**src/design/tsc_pkg.sv**
```systemverilog
// ---------------------------------------------------------------------------
// tsc_pkg
// Shared types and constants for the timing sample clusterer: sequencer
// states, field widths and the fixed scale factors of the match test.
// ---------------------------------------------------------------------------
package tsc_pkg;

   // Field widths fixed by the interface
   localparam int unsigned TIME_W   = 32;
   localparam int unsigned COUNT_W  = 32;
   localparam int unsigned PCT_W    = 7;
   localparam int unsigned SLOTID_W = 3;

   // Match test works on diff * 100 against percent * base
   localparam int unsigned PROD_W   = TIME_W + PCT_W;
   localparam logic [PCT_W-1:0] PCT_SCALE     = 7'd100;
   localparam logic [PCT_W-1:0] MATCH_PCT_RST = 7'd10;

   // Average update: 64-bit dividend, divisor up to 2^32
   localparam int unsigned SUM_W    = 64;
   localparam int unsigned DIVISOR_W = COUNT_W + 1;
   localparam int unsigned STEP_W   = 6;

   // Sequencer states
   typedef enum logic [7:0] {
      ST_IDLE    = 8'b0000_0001,
      ST_LOOKUP  = 8'b0000_0010,
      ST_DIFF    = 8'b0000_0100,
      ST_COMPARE = 8'b0000_1000,
      ST_PROD    = 8'b0001_0000,
      ST_DIV     = 8'b0010_0000,
      ST_WRITE   = 8'b0100_0000,
      ST_FINISH  = 8'b1000_0000
   } state_type;

endpackage

```
**src/design/timing_sample_clusterer.sv**
```systemverilog
// ---------------------------------------------------------------------------
// timing_sample_clusterer
// Groups time samples into up to SLOTS clusters of running average and
// count; each sample updates the first close cluster, opens a new one, or
// is dropped when the table is full.
// ---------------------------------------------------------------------------
//
//   channel | ports                                   | direction
//   --------+-----------------------------------------+----------
//   req     | req_valid, req_stall, req_sample_time   | in
//   rsp     | rsp_valid, rsp_stall, rsp_slot_index,   | out
//           | rsp_created_new, rsp_slot_count,        |
//           | rsp_slot_average, rsp_dropped           |
//   csr     | csr_write_enable, csr_write_data        | in
//
// Flow: a sample scans the filled clusters in order, three steps per cluster
// (read, diff*100, compare). With no match it appends a cluster or is
// dropped; with a match the average update runs the 64-step bit-serial
// divider and writes the cluster back. req_stall is high while a sample is
// in work. Reset is synchronous and empties the table. A result waits in
// the output register under rsp_stall while the next sample enters.
// ---------------------------------------------------------------------------
module timing_sample_clusterer #(
   parameter int unsigned SLOTS = 8
) (
   input  logic                             clock,
   input  logic                             reset,
   input  logic                             req_valid,
   output logic                             req_stall,
   input  logic [tsc_pkg::TIME_W-1:0]       req_sample_time,
   output logic                             rsp_valid,
   input  logic                             rsp_stall,
   output logic [tsc_pkg::SLOTID_W-1:0]     rsp_slot_index,
   output logic                             rsp_created_new,
   output logic [tsc_pkg::COUNT_W-1:0]      rsp_slot_count,
   output logic [tsc_pkg::TIME_W-1:0]       rsp_slot_average,
   output logic                             rsp_dropped,
   input  logic                             csr_write_enable,
   input  logic [tsc_pkg::PCT_W-1:0]        csr_write_data
);

   localparam int unsigned IDX_W = (SLOTS > 1) ? $clog2(SLOTS) : 1;
   localparam int unsigned USED_W = $clog2(SLOTS + 1);
   localparam logic [USED_W-1:0] SLOTS_FULL = USED_W'(SLOTS);
   localparam int unsigned TW = tsc_pkg::TIME_W;
   localparam int unsigned CW = tsc_pkg::COUNT_W;

   // Cluster table
   logic [TW-1:0] avg_mem [SLOTS];
   logic [CW-1:0] cnt_mem [SLOTS];

   tsc_pkg::state_type state_ff, state_in;
   logic [USED_W-1:0]  scan_ff, scan_in;
   logic [USED_W-1:0]  used_ff, used_in;
   logic [tsc_pkg::PCT_W-1:0] match_pct_ff, match_pct_in;
   logic [TW-1:0]      time_ff, time_in;
   logic [TW-1:0]      rd_avg_ff;
   logic [CW-1:0]      rd_cnt_ff;
   logic [tsc_pkg::PROD_W-1:0] lhs_ff, lhs_in;
   logic [tsc_pkg::SUM_W-1:0] quo_ff, quo_in;
   logic [tsc_pkg::DIVISOR_W-1:0] rem_ff, rem_in;
   logic [tsc_pkg::DIVISOR_W-1:0] div_ff, div_in;
   logic [tsc_pkg::STEP_W-1:0] step_ff, step_in;

   logic [tsc_pkg::SLOTID_W-1:0] res_slot_ff, res_slot_in;
   logic               res_new_ff, res_new_in;
   logic [CW-1:0]      res_count_ff, res_count_in;
   logic [TW-1:0]      res_avg_ff, res_avg_in;
   logic               res_drop_ff, res_drop_in;

   logic               rsp_valid_ff, rsp_valid_in;
   logic [tsc_pkg::SLOTID_W-1:0] rsp_slot_ff, rsp_slot_in;
   logic               rsp_new_ff, rsp_new_in;
   logic [CW-1:0]      rsp_count_ff, rsp_count_in;
   logic [TW-1:0]      rsp_avg_ff, rsp_avg_in;
   logic               rsp_drop_ff, rsp_drop_in;

   logic               wr_en;
   logic [IDX_W-1:0]   wr_idx;
   logic [TW-1:0]      wr_avg;
   logic [CW-1:0]      wr_cnt;

   logic [TW-1:0]      base;
   logic [TW-1:0]      diff;
   logic [tsc_pkg::PROD_W-1:0] rhs;
   logic [tsc_pkg::DIVISOR_W:0] rem_shift;
   logic [tsc_pkg::DIVISOR_W:0] rem_sub;
   logic [CW-1:0]      cnt_next;
   logic [IDX_W+tsc_pkg::SLOTID_W-1:0] scan_ext;
   logic [IDX_W+tsc_pkg::SLOTID_W-1:0] used_ext;
   logic               out_free;
   logic               req_xfer;

   // Handshake
   assign req_stall = (state_ff != tsc_pkg::ST_IDLE);
   assign req_xfer  = req_valid && !req_stall;
   assign out_free  = !rsp_valid_ff || !rsp_stall;

   // Shared datapath terms
   assign base      = (rd_avg_ff == '0) ? TW'(1) : rd_avg_ff;
   assign diff      = (time_ff > rd_avg_ff) ? (time_ff - rd_avg_ff) : (rd_avg_ff - time_ff);
   assign rhs       = tsc_pkg::PROD_W'(match_pct_ff) * tsc_pkg::PROD_W'(base);
   assign rem_shift = {rem_ff, quo_ff[tsc_pkg::SUM_W-1]};
   assign rem_sub   = rem_shift - {1'b0, div_ff};
   assign cnt_next  = (rd_cnt_ff == '1) ? rd_cnt_ff : (rd_cnt_ff + CW'(1));
   assign scan_ext  = {{tsc_pkg::SLOTID_W{1'b0}}, scan_ff[IDX_W-1:0]};
   assign used_ext  = {{tsc_pkg::SLOTID_W{1'b0}}, used_ff[IDX_W-1:0]};

   // Sequencer and datapath next values
   always_comb begin
      state_in     = state_ff;
      scan_in      = scan_ff;
      used_in      = used_ff;
      match_pct_in = match_pct_ff;
      time_in      = time_ff;
      lhs_in       = lhs_ff;
      quo_in       = quo_ff;
      rem_in       = rem_ff;
      div_in       = div_ff;
      step_in      = step_ff;
      res_slot_in  = res_slot_ff;
      res_new_in   = res_new_ff;
      res_count_in = res_count_ff;
      res_avg_in   = res_avg_ff;
      res_drop_in  = res_drop_ff;
      rsp_valid_in = rsp_valid_ff;
      rsp_slot_in  = rsp_slot_ff;
      rsp_new_in   = rsp_new_ff;
      rsp_count_in = rsp_count_ff;
      rsp_avg_in   = rsp_avg_ff;
      rsp_drop_in  = rsp_drop_ff;
      wr_en        = 1'b0;
      wr_idx       = scan_ff[IDX_W-1:0];
      wr_avg       = quo_ff[TW-1:0];
      wr_cnt       = cnt_next;

      if (csr_write_enable) begin
         match_pct_in = csr_write_data;
      end

      // Drop the result once taken
      if (rsp_valid_ff && !rsp_stall) begin
         rsp_valid_in = 1'b0;
      end

      unique case (state_ff)
         tsc_pkg::ST_IDLE: begin
            if (req_xfer) begin
               time_in  = req_sample_time;
               scan_in  = '0;
               state_in = tsc_pkg::ST_LOOKUP;
            end
         end
         tsc_pkg::ST_LOOKUP: begin
            // End of scan: append a cluster or drop the sample
            if (scan_ff == used_ff) begin
               if (used_ff == SLOTS_FULL) begin
                  res_slot_in  = '0;
                  res_new_in   = 1'b0;
                  res_count_in = '0;
                  res_avg_in   = '0;
                  res_drop_in  = 1'b1;
               end else begin
                  wr_en        = 1'b1;
                  wr_idx       = used_ff[IDX_W-1:0];
                  wr_avg       = time_ff;
                  wr_cnt       = CW'(1);
                  used_in      = used_ff + USED_W'(1);
                  res_slot_in  = used_ext[tsc_pkg::SLOTID_W-1:0];
                  res_new_in   = 1'b1;
                  res_count_in = CW'(1);
                  res_avg_in   = time_ff;
                  res_drop_in  = 1'b0;
               end
               state_in = tsc_pkg::ST_FINISH;
            end else begin
               state_in = tsc_pkg::ST_DIFF;
            end
         end
         tsc_pkg::ST_DIFF: begin
            lhs_in   = tsc_pkg::PROD_W'(diff) * tsc_pkg::PROD_W'(tsc_pkg::PCT_SCALE);
            state_in = tsc_pkg::ST_COMPARE;
         end
         tsc_pkg::ST_COMPARE: begin
            // floor(diff*100/base) < pct  <=>  diff*100 < pct*base
            if (lhs_ff < rhs) begin
               state_in = tsc_pkg::ST_PROD;
            end else begin
               scan_in  = scan_ff + USED_W'(1);
               state_in = tsc_pkg::ST_LOOKUP;
            end
         end
         tsc_pkg::ST_PROD: begin
            quo_in   = tsc_pkg::SUM_W'(base) * tsc_pkg::SUM_W'(rd_cnt_ff)
                       + tsc_pkg::SUM_W'(time_ff);
            div_in   = tsc_pkg::DIVISOR_W'(rd_cnt_ff) + tsc_pkg::DIVISOR_W'(1);
            rem_in   = '0;
            step_in  = '0;
            state_in = tsc_pkg::ST_DIV;
         end
         tsc_pkg::ST_DIV: begin
            // One restoring step per cycle, quotient shifts in from the right
            if (rem_shift >= {1'b0, div_ff}) begin
               rem_in = rem_sub[tsc_pkg::DIVISOR_W-1:0];
               quo_in = {quo_ff[tsc_pkg::SUM_W-2:0], 1'b1};
            end else begin
               rem_in = rem_shift[tsc_pkg::DIVISOR_W-1:0];
               quo_in = {quo_ff[tsc_pkg::SUM_W-2:0], 1'b0};
            end
            step_in = step_ff + tsc_pkg::STEP_W'(1);
            if (step_ff == '1) begin
               state_in = tsc_pkg::ST_WRITE;
            end
         end
         tsc_pkg::ST_WRITE: begin
            wr_en        = 1'b1;
            res_slot_in  = scan_ext[tsc_pkg::SLOTID_W-1:0];
            res_new_in   = 1'b0;
            res_count_in = cnt_next;
            res_avg_in   = quo_ff[TW-1:0];
            res_drop_in  = 1'b0;
            state_in     = tsc_pkg::ST_FINISH;
         end
         tsc_pkg::ST_FINISH: begin
            // Hand the result over once the output register is free
            if (out_free) begin
               rsp_valid_in = 1'b1;
               rsp_slot_in  = res_slot_ff;
               rsp_new_in   = res_new_ff;
               rsp_count_in = res_count_ff;
               rsp_avg_in   = res_avg_ff;
               rsp_drop_in  = res_drop_ff;
               state_in     = tsc_pkg::ST_IDLE;
            end
         end
         default: begin
            state_in = tsc_pkg::ST_IDLE;
         end
      endcase
   end

   // Control registers
   always_ff @(posedge clock) begin
      if (reset) begin
         state_ff     <= tsc_pkg::ST_IDLE;
         used_ff      <= '0;
         match_pct_ff <= tsc_pkg::MATCH_PCT_RST;
         rsp_valid_ff <= 1'b0;
      end else begin
         state_ff     <= state_in;
         used_ff      <= used_in;
         match_pct_ff <= match_pct_in;
         rsp_valid_ff <= rsp_valid_in;
      end
   end

   // Payload registers
   always_ff @(posedge clock) begin
      scan_ff      <= scan_in;
      time_ff      <= time_in;
      lhs_ff       <= lhs_in;
      quo_ff       <= quo_in;
      rem_ff       <= rem_in;
      div_ff       <= div_in;
      step_ff      <= step_in;
      res_slot_ff  <= res_slot_in;
      res_new_ff   <= res_new_in;
      res_count_ff <= res_count_in;
      res_avg_ff   <= res_avg_in;
      res_drop_ff  <= res_drop_in;
      rsp_slot_ff  <= rsp_slot_in;
      rsp_new_ff   <= rsp_new_in;
      rsp_count_ff <= rsp_count_in;
      rsp_avg_ff   <= rsp_avg_in;
      rsp_drop_ff  <= rsp_drop_in;
   end

   // Cluster table: one write port, one registered read port
   always_ff @(posedge clock) begin
      if (wr_en) begin
         avg_mem[wr_idx] <= wr_avg;
         cnt_mem[wr_idx] <= wr_cnt;
      end
      rd_avg_ff <= avg_mem[scan_ff[IDX_W-1:0]];
      rd_cnt_ff <= cnt_mem[scan_ff[IDX_W-1:0]];
   end

   // Outputs
   assign rsp_valid        = rsp_valid_ff;
   assign rsp_slot_index   = rsp_slot_ff;
   assign rsp_created_new  = rsp_new_ff;
   assign rsp_slot_count   = rsp_count_ff;
   assign rsp_slot_average = rsp_avg_ff;
   assign rsp_dropped      = rsp_drop_ff;

endmodule
```
**config.mk**
```make
export PLATFORM = sky130hd
export DESIGN_NAME = timing_sample_clusterer
export DESIGN_NICKNAME = d
export VERILOG_FILES = /design/src/design/tsc_pkg.sv /design/src/design/timing_sample_clusterer.sv
export SDC_FILE = /design/constraint.sdc
export NUM_CORES = 2
export LEC_CHECK = 0
export BUFFER_PORTS_ARGS = -buffer_cell sky130_fd_sc_hd__buf_2
export CAP_MARGIN = 25
export CORE_MARGIN = 1
export CORE_UTILIZATION = 65
export DETAILED_ROUTE_END_ITERATION = 10
export HOLD_SLACK_MARGIN = 0.1
export PLACE_DENSITY_LB_ADDON = 0.12
export SKIP_LAST_GASP = 1
export SYNTH_ARGS = -nofsm -noshare
export SYNTH_HDL_FRONTEND = slang
export SYNTH_SLANG_ARGS = --single-unit
```
**constraint.sdc**
```tcl
create_clock -name clock -period 14.23 [get_ports clock]
set_clock_uncertainty 0.2 [all_clocks]
set_input_delay 2.846 -clock clock [delete_from_list [all_inputs] [get_ports clock]]
set_output_delay 2.846 -clock clock [all_outputs]
set_load 0.01 [all_outputs]
```
==> impl_metrics.ini <==
[drt]
routedWlPerCell_um = 25.2
drt-initial-drc-count = 5616
drc_errors = 0
drtPass1Iterations = 6
viasPerCell = 6.08
postRouteAntennaNets = 0
vias = 57700
wirelength_mm = 239

[logic_synthesis]
yosys.area.top_type_share_pct = 30.5
syn-cell-area_um2 = 84700
yosysUniqueCellTypes = 80
synth_edf_count = 859
synth_area_leaders = edfxtp_1, fa_1, ha_1
synth_top_family_by_area = adder cells
postSynth.asyncResetShare_pct = 0
synthMuxAreaShare_pct = 4.97
syn_nets = 9459
syn_inst = 7749
synthSimpleGateAreaFrac_pct = 12.2
yosys.area.top_type = edfxtp_1
synth.avg_cell_area_um2 = 10.9
synthFlopType = edfxtp_1
synth_xor_area_share_pct = 2.28
ys_warn_count = 0
synth_compound_area_share_pct = 6.12
yosysMostFrequentCell = inv_1
synthTopCellsByCount = inv_1, fa_1, nand2_1
yosysSeqAreaShare_pct = 32.4
synth_seq_cells = 943
synth_fa_ha_area_share_pct = 34.4

[global_route]
busiest_layer = met2
globalRouteMet2Util_pct = 56.9
use_met1_pct = 50.8
grt_pass1_wl_mm = 365
grt_overflow_total = 0
antenna_found_initial = 15
grt_max_degree = 124
grt_use_met3_pct = 6.85
grtUsageTotal_pct = 37.5
grt_pass1_vias = 60300

[final_layout]
fill_cells = 9551
nets = 9366
drive_gt1_share_pct = 8.58
syn2layout_area_growth_pct = 6.50

[floorplan]
start_util_pct = 65.5
core_area_um2 = 129000
die_w_um = 363
rows = 132
die_area_um2 = 132000
ios = 115
die_h_um = 363

[setup_path]
r2r_cells = 30
critPathCapture = quo_ff[49]
critPathMaxStageDelay_ns = 0.66
crit_arrival_ns = 9.98
cp_top_family = adder cells
crit_path_end_kind = register
crit_fanout = 41
critPathBufInv = 6
required_ns = 14.47
cpMostUsedCell = fa_1
crit_path_start = rd_avg_ff[28]
rrSetupSlack_ns = 4.49
cp-start-kind = register
critPathKind = reg -> reg
r2r-end = quo_ff[49]
r2r_start = rd_avg_ff[28]
slowest_stage = dfxtp_2
path_depth = 30

[timing]
fin_tns_setup_ns = 0
slew_violations = 0
setup_viol = 0
relSlewSlack_pct = 24.0
hold_violations = 0
post-route-min-period_ns = 9.74
rsz0062_at_grt = false
tightest_slew_ns = 1.14
fmaxAchievable_mhz = 103
min_period_over_period_pct = 68.4

[cts]
numCtsBuffers = 98
cts_tree = done
clk_latency_ns = 0.74
htreeDepth = 3
cts_hold_buf = 0
clk_path_buf_depth = 3
clock_sink_count = 943
post_cts_buffers = 0
cts_resized = 0
clockRootBuffer = clkbuf_16
clk_pin_slew_ns = 0.06

[min_path]
hold_depth = 0
hp-class = reg -> reg

[placed_design]
gp_congestion = 0.957
io_buffers = 114
dp_hpwl_mm = 178

[run]
drv_cap = 0

[outcome]
outcome = finished, final reports clean
## worst min-delay path by stage
stage | slack [ns] | to | startpoint
3_3_place_gp | 0.20 | rsp_slot_count[31] | res_count_ff[31]
2_1_floorplan | 0.20 | rsp_created_new | res_new_ff
3_5_place_dp | 0.20 | rsp_slot_count[13] | res_count_ff[13]
6_report | 0.22 | rsp_slot_count[11] | res_count_ff[11]
5_1_grt | 0.22 | rsp_slot_count[11] | res_count_ff[11]
4_1_cts | 0.22 | rsp_slot_count[11] | res_count_ff[11]
## sequential cells by signal (all words and copies together) (netlist names), 4 cells and up
register	flops
avg_mem	256
cnt_mem	256
quo_ff	64
lhs_ff	37
div_ff	33
rem_ff	33
rd_avg_ff	32
rd_cnt_ff	32
res_avg_ff	32
res_count_ff	32
rsp_slot_average	32
rsp_slot_count	32
time_ff	32
state_ff	8
match_pct_ff	7
step_ff	6
scan_ff	4
used_ff	4
## area by class of cell
class | instances | area, µm² | share of cell area, %
multi-input combinational | 5106 | 50900 | 56.5
sequential | 943 | 27500 | 30.5
inverter | 1270 | 4770 | 5.29
clock buffer | 113 | 2510 | 2.78
tap | 1742 | 2180 | 2.42
timing repair buffer | 237 | 1580 | 1.75
clock inverter | 70 | 723 | 0.802
antenna | 11 | 27.5 | 0.0305
## kinds of logic after synthesis
logic type / Yosys count
buf+inv: 1700
xor+xnor: 220
mux: 248
fa+ha+maj: 1666
simple gates: 2162
compound gates: 810
flops: 943
## layout by cell type, fill, tap and decap left out, types with 83 or more instances in the layout
cell | synthesis | final
ha_1 | 559 | 559
buf_2 | 20 | 115
a21oi_1 | 296 | 295
nand3_1 | 91 | 91
xnor2_1 | 137 | 137
fa_1 | 1107 | 1107
buf_4 | 0 | 117
inv_1 | 1269 | 1269
mux4_2 | 128 | 128
and2_1 | 594 | 593
nor2_1 | 313 | 307
edfxtp_1 | 859 | 859
xor2_1 | 83 | 83
clkbuf_16 | 0 | 98
o21ai_0 | 115 | 114
mux2_2 | 101 | 101
a21o_1 | 139 | 139
nand2_1 | 921 | 919
## layer usage
metal / part of all wire (%) / vias to the layer above
li1: - / 24900
met2: 45 / 2906
met4: 7.1 / 4
met5: 0.014 / -
met3: 9.1 / 667
met1: 39 / 29200
## through the flow
stage | cells | utilization, % | hold slack, ns | area, µm² | setup slack, ns
2_1_floorplan | 7749 | - | 0.200 | 84700 | 5.85
3_3_place_gp | 9293 | 67.1 | 0.201 | 86800 | 4.74
3_5_place_dp | 9297 | 67.2 | 0.205 | 86900 | 4.54
4_1_cts | 9480 | 69.7 | 0.217 | 90100 | 4.53
5_1_grt | 9489 | 69.7 | 0.221 | 90200 | 4.06
6_report | 9492 | 69.7 | 0.218 | 90200 | 4.49
Power is left out: the tool's default activity adds up to more than one toggle a clock period on the data nets, which glitch-free logic cannot reach.
